==> config.mk <==
export PLATFORM = sky130hd
export DESIGN_NAME = m4m_ctrl
export DESIGN_NICKNAME = d
export VERILOG_FILES = /design/src/design/m4m_pkg.sv /design/src/design/m4m_ctrl.sv
export SDC_FILE = /design/constraint.sdc
export NUM_CORES = 1
export LEC_CHECK = 0
export BUFFER_PORTS_ARGS = -buffer_cell sky130_fd_sc_hd__buf_2
export CORE_AREA = 2 2 39 41
export CTS_CLUSTER_DIAMETER = 60
export DETAILED_ROUTE_END_ITERATION = 10
export DIE_AREA = 0 0 41 43
export PLACE_DENSITY = 0.76
export SETUP_SLACK_MARGIN = 0.15
export SLEW_MARGIN = 20
export SYNTH_ARGS = -nofsm -noshare
export SYNTH_HDL_FRONTEND = slang
export SYNTH_SLANG_ARGS = --single-unit
==> constraint.sdc <==
create_clock -name clk -period 2 [get_ports clk]
set_input_delay 0.2 -clock clk [delete_from_list [all_inputs] [get_ports clk]]
set_output_delay 0.2 -clock clk [all_outputs]
set_load 0.03 [all_outputs]
==> src/design/m4m_pkg.sv <==
package m4m_pkg;

    localparam int DIM        = 4;
    localparam int N_ELEM     = DIM * DIM;
    localparam int IDX_W      = 4;
    localparam int K_W        = 2;
    localparam int DATA_W     = 32;
    localparam int PROD_W     = 2 * DATA_W;
    localparam int ACC_W      = PROD_W + 2;
    localparam int STEP_W     = 3;

    localparam logic [IDX_W-1:0]  LAST_ELEM      = IDX_W'(N_ELEM - 1);
    localparam logic [STEP_W-1:0] STEP_LAST_READ = STEP_W'(DIM - 1);
    localparam logic [STEP_W-1:0] STEP_FIRST_MUL = STEP_W'(1);
    localparam logic [STEP_W-1:0] STEP_LAST_MUL  = STEP_W'(DIM);
    localparam logic [STEP_W-1:0] STEP_FIRST_ACC = STEP_W'(2);
    localparam logic [STEP_W-1:0] STEP_LAST_ACC  = STEP_W'(DIM + 1);

    localparam logic [DATA_W-1:0] SAT_MAX = {1'b0, {(DATA_W-1){1'b1}}};
    localparam logic [DATA_W-1:0] SAT_MIN = {1'b1, {(DATA_W-1){1'b0}}};

    typedef enum logic [1:0] {
        OP_LOAD_LEFT  = 2'd0,
        OP_LOAD_RIGHT = 2'd1,
        OP_MULTIPLY   = 2'd2
    } opcode_t;

    typedef enum logic [1:0] {
        ST_IDLE,
        ST_MAC,
        ST_EMIT
    } state_t;

    typedef struct packed {
        logic             load_left;
        logic             load_right;
        logic             op_read;
        logic [K_W-1:0]   k;
        logic [IDX_W-1:0] elem;
        logic             mul_en;
        logic             acc_en;
        logic             acc_first;
        logic             emit;
    } ctl_t;

    typedef struct packed {
        logic out_free;
    } status_t;

endpackage

==> src/design/m4m_ctrl.sv <==
module m4m_ctrl (
    input  logic                    clk,
    input  logic                    rst_n,
    input  logic                    cmd_valid,
    input  logic [1:0]              opcode,
    output logic                    cmd_ready,
    input  m4m_pkg::status_t        status,
    output m4m_pkg::ctl_t           ctl
);

    m4m_pkg::state_t                   state_reg, state_next;
    logic [m4m_pkg::IDX_W-1:0]         elem_reg, elem_next;
    logic [m4m_pkg::STEP_W-1:0]        step_reg, step_next;
    logic                              accept;

    assign cmd_ready = (state_reg == m4m_pkg::ST_IDLE);
    assign accept    = cmd_valid && cmd_ready;

    always_ff @(posedge clk or negedge rst_n)
    begin
        if (!rst_n)
        begin
            state_reg <= m4m_pkg::ST_IDLE;
            elem_reg  <= '0;
            step_reg  <= '0;
        end
        else
        begin
            state_reg <= state_next;
            elem_reg  <= elem_next;
            step_reg  <= step_next;
        end
    end

    always_comb
    begin
        state_next = state_reg;
        elem_next  = elem_reg;
        step_next  = step_reg;
        unique case (state_reg)
            m4m_pkg::ST_IDLE:
            begin
                if (accept && m4m_pkg::opcode_t'(opcode) == m4m_pkg::OP_MULTIPLY)
                begin
                    state_next = m4m_pkg::ST_MAC;
                    elem_next  = '0;
                    step_next  = '0;
                end
            end
            m4m_pkg::ST_MAC:
            begin
                if (step_reg == m4m_pkg::STEP_LAST_ACC)
                    state_next = m4m_pkg::ST_EMIT;
                else
                    step_next = step_reg + 1'b1;
            end
            m4m_pkg::ST_EMIT:
            begin
                if (status.out_free)
                begin
                    step_next = '0;
                    if (elem_reg == m4m_pkg::LAST_ELEM)
                        state_next = m4m_pkg::ST_IDLE;
                    else
                    begin
                        state_next = m4m_pkg::ST_MAC;
                        elem_next  = elem_reg + 1'b1;
                    end
                end
            end
            default:
                state_next = m4m_pkg::ST_IDLE;
        endcase
    end

    always_comb
    begin
        ctl      = '0;
        ctl.elem = elem_reg;
        ctl.k    = step_reg[m4m_pkg::K_W-1:0];
        unique case (state_reg)
            m4m_pkg::ST_IDLE:
            begin
                if (accept)
                begin
                    unique case (m4m_pkg::opcode_t'(opcode))
                        m4m_pkg::OP_LOAD_LEFT:  ctl.load_left  = 1'b1;
                        m4m_pkg::OP_LOAD_RIGHT: ctl.load_right = 1'b1;
                        default: ;
                    endcase
                end
            end
            m4m_pkg::ST_MAC:
            begin
                ctl.op_read   = (step_reg <= m4m_pkg::STEP_LAST_READ);
                ctl.mul_en    = (step_reg >= m4m_pkg::STEP_FIRST_MUL) &&
                                (step_reg <= m4m_pkg::STEP_LAST_MUL);
                ctl.acc_en    = (step_reg >= m4m_pkg::STEP_FIRST_ACC);
                ctl.acc_first = (step_reg == m4m_pkg::STEP_FIRST_ACC);
            end
            m4m_pkg::ST_EMIT:
                ctl.emit = status.out_free;
            default: ;
        endcase
    end

endmodule

==> impl.org <==
** Critical path
- For the worst setup path, the data required time is 1800 ps.
- Startpoint of the most critical register-to-register path :: state_reg[1]$_DFFE_PN0P_
- Broken down by cell family, the worst path's largest delay share belongs to flip-flops.
- The worst register-to-register path has a setup slack of 540 ps.
- Highest-delay cell along the critical path :: sky130_fd_sc_hd__dfrtp_1
- Worst reg2reg path endpoint :: elem_reg[0]$_DFFE_PN0P_
- Crit path launch type :: register
- STA classifies the critical path endpoint as an output port.
- Setup CP Type :: register to output port
- Data arrives at the worst endpoint at 1550 ps.
- Together, buffers and inverters on the worst path number 2.
- In this design, the stage delay of the slowest critical-path cell is 420 ps.
- Of all nets on the critical path, the largest fanout is 5.
- R2R depth :: 4
- Cell breakdown of the critical path :: inv_1 > ha_2 > nor4_1 > nor3_1 > buf_2

** Detailed routing
- Iteration count of the initial detailed-routing pass :: 2
- Across all layers, the routed design uses about 590 vias.
- Routed length per instance :: 11.6 um
- In the routed design, unresolved DRC markers number 0.
- In the routed layout, each cell is associated on average with a via count of ~5.5.
- Sum of routed wire length over all layers :: 1250 um
- In this run the remaining antenna-violating nets after routing total 0.
- The detailed router finished its first iteration with 2 violations.

** STA
- The clock arrives with 3.42 ps of skew.
- Fmax :: 573 MHz
- Dividing the final minimum period by the clock period gives 0.873.
- Setup repair after global routing left no endpoint under its margin.
- The final count of hold timing violations came to 0.
- Slew at the pin closest to its max-slew limit :: 313 ps
- Final period demand of the worst path :: approximately 1700 ps
- Setup TNS :: 0 ps
- Setup slack on the critical path of the routed design comes to 254 ps.
- Remaining max-slew budget at the tightest pin :: 0.792
- The number of pins exceeding their max-slew limit in the final report was 0.
- Setup violations, final :: 0

** Floorplan
- From bottom edge to top edge, the die measures between 40 and 50 um.
- The floorplan step defined a die boundary enclosing about 1800 um2.
- During I/O placement, the number of pins put on the boundary was 20.
- The initial utilization of the core area, before any placement, comes to 0.464.
- Rows :: 14
- The die is 41 um wide.
- Floorplan Core Area :: 1380 um2

** Global routing
- First-pass GRT wire length :: 2010 um
- Pin count of the biggest net entering global routing :: 14
- Initial antenna violation count :: 0
- Total grt overflow :: 0
- The number of global-route vias before repair was approximately 520.
- In the global route stage, overall resource usage came out at 0.167.

** Placed design
- Before CTS, the worst setup slack after placement is 514 ps.
- After detailed placement, the design holds a cell count of between 100 and 150.
- Input and output buffers added on the ports amount to 19.
- Post-placement cell area :: 744 um2
- The congestion estimate from routability-driven global placement came to a little under 0.7.
- DP HPWL :: 991 um

** Synth
- Yosys mapped a number of flops with a built-in enable equal to 0.
- Counting flops and latches in the post-synthesis netlist gives 9.
- Counting flops with an async set or reset pin after synthesis yields a share of 1.00.
- The portion of synthesized area spent on multiplexers is 0.0312.
- Synth Area per Inst :: 8.79 um2
- Ranked by total cell area, the synthesized netlist is headed by sky130_fd_sc_hd__dfrtp_1 35%, sky130_fd_sc_hd__ha_1 9.7%, sky130_fd_sc_hd__a21oi_1 5.5%.
- The share of the Yosys chip area taken by registers is 0.351.
- Basic-gate share of the synthesized area counting and, or, nand and nor cells :: 0.271
- Complex-gate fraction of the synthesized area :: 0.170
- Synth unique cells :: 26
- After synthesis, the largest family of logic cells by area is simple AND/OR/NAND/NOR gates.
- Of the total synthesized cell area, the portion taken by full adders, half adders and majority gates is 0.0975.
- Of the total synthesized cell area, the portion taken by XOR and XNOR cells is 0.0136.
- sky130_fd_sc_hd__dfrtp_1 takes more of the synthesized area than any other cell.
- Among all flip-flop cells after synthesis, the most frequent one is sky130_fd_sc_hd__dfrtp_1.
- Post-synthesis instance area :: 642 um2
- The number of nets in the synthesized netlist is 84.
- Cell with the most instances after synthesis :: sky130_fd_sc_hd__dfrtp_1
- Leading cell types by count after synthesis :: 9 x sky130_fd_sc_hd__dfrtp_1, 8 x sky130_fd_sc_hd__nand2_1, 7 x sky130_fd_sc_hd__a21oi_1, 7 x sky130_fd_sc_hd__nor2_1, 5 x sky130_fd_sc_hd__ha_1
- Instance count of the mapped netlist :: 73
- Proportion of netlist area held by the largest area contributor :: 0.351
- Yosys printed 0 warnings.

** Pwr
- Worst vdd rail ir drop :: approximately 0.7 mV
- Summed over all cells, the static leakage comes to 0.391 nW.
- Pwr Total :: 1.15 mW
- Power density normalized to cell area :: about 1500 nW/um2

** CTS
- For the worst-skew pair, the clock arrives at the later sink with an insertion delay of about 260 ps.
- Clock tree from TritonCTS :: yes
- Post-CTS timing repair inserted 0 buffers for setup.
- The clock passes through at most 2 buffers.
- CTS built an H-tree with a depth of 1.
- The root buffer cell chosen for the clock tree is sky130_fd_sc_hd__clkbuf_4.
- The clock drives 9 sinks.
- Num CTS Buffers :: 3
- Clock-pin slew reported for the worst setup and hold paths after clock tree synthesis :: 60 ps

** Hold path
- In this run the most critical hold path is launched from status.
- Type of the worst min-delay path :: input pin to register
- Hold endpoint :: state_reg[1]$_DFFE_PN0P_
- Hold Path Cell Cnt :: 2

** Final layout
- The area growth from synthesis to layout is 22.0%.
- After the last flow step, the layout net total stands at around 100.
- After the flow finishes, the layout carries non-filler instances totaling 108.
- Fraction of layout instances using a drive strength above 1 :: 0.293
- The repair_antennas step left the layout with diodes totalling 0.
- Max reg flops :: 4
- Final Instance Area :: 783 um2

** Status
- Outcome :: completed

** Job
- Max_cap viols :: 0
-- per-stage QoR --
step | util | hold WS (ps)
floorplan | - | -95.6
global placement | 0.538 | 63.2
detailed placement | 0.538 | 65.7
CTS | 0.564 | 175
global route | 0.566 | 188
finish | 0.566 | 169
-- where the power goes --
part	switching (mW)	total (mW)	internal, mW
registers	0.109	0.353	0.244
clock network	0.0644	0.141	0.0769
logic	0.427	0.660	0.233
-- worst max-delay path by stage --
stage / startpoint / endpoint / slack (ps) / depth (start not counted)
finish: step_reg[1]$_DFFE_PN0P_ / ctl[3] / 250 / 5
global route: step_reg[1]$_DFFE_PN0P_ / ctl[3] / 180 / 5
CTS: step_reg[1]$_DFFE_PN0P_ / ctl[3] / 220 / 5
detailed placement: state_reg[1]$_DFFE_PN0P_ / elem_reg[1]$_DFFE_PN0P_ / 510 / 4
global placement: step_reg[1]$_DFFE_PN0P_ / ctl[3] / 510 / 5
floorplan: state_reg[1]$_DFFE_PN0P_ / ctl[1] / 230 / 3
-- layout by cell type, fill, tap and decap left out --
master	synthesis	layout
sky130_fd_sc_hd__a21oi_1	7	7
sky130_fd_sc_hd__a21oi_2	1	1
sky130_fd_sc_hd__a21oi_4	1	1
sky130_fd_sc_hd__a41oi_1	1	1
sky130_fd_sc_hd__and3_1	1	1
sky130_fd_sc_hd__and4b_1	1	1
sky130_fd_sc_hd__buf_2	1	19
sky130_fd_sc_hd__clkbuf_1	2	1
sky130_fd_sc_hd__clkbuf_4	0	3
sky130_fd_sc_hd__dfrtp_1	9	9
sky130_fd_sc_hd__dlygate4sd3_1	0	1
sky130_fd_sc_hd__ha_1	5	4
sky130_fd_sc_hd__ha_2	0	1
sky130_fd_sc_hd__inv_1	4	4
sky130_fd_sc_hd__mux2i_1	2	2
sky130_fd_sc_hd__nand2_1	8	8
sky130_fd_sc_hd__nand2b_1	3	3
sky130_fd_sc_hd__nand3_1	4	4
sky130_fd_sc_hd__nand4bb_4	1	1
sky130_fd_sc_hd__nor2_1	7	7
sky130_fd_sc_hd__nor3_1	1	1
sky130_fd_sc_hd__nor3b_1	1	1
sky130_fd_sc_hd__nor4_1	2	2
sky130_fd_sc_hd__nor4bb_4	0	1
sky130_fd_sc_hd__o21ai_0	4	4
sky130_fd_sc_hd__o22ai_1	2	2
sky130_fd_sc_hd__o31ai_1	1	1
sky130_fd_sc_hd__xnor2_1	1	1
-- repair_timing --
action                     in CTS  in global routing
resized for setup               0                  1
setup endpoints to repair       0                  1
hold endpoints to repair        9                  0
hold buffers                    1                  0
-- layer usage --
metal  global-route usage  part of all wire
met1                0.199              0.45
met2                0.272              0.50
met3               0.0314             0.051
met4               0.0800            0.0048
met5                    0                 0
-- area by class of cell --
type	instances	area [um2]
clock buffer	4	26.3
timing repair buffer	20	105
tap	16	20.0
fill	136	601
sequential	9	225
inverter	4	15.0
multi-input combinational	55	392
-- kinds of logic after synthesis --
| kind of cell | after synthesis |
|---|---|
| muxes | 2 |
| and+or+nand+nor | 30 |
| xor gates and xnor gates | 1 |
| AOI/OAI and AO/OA | 17 |
| adders and majority gates | 5 |
| buffers and inverters | 9 |
| DFF | 9 |
Power figures use the tool's default switching activity.
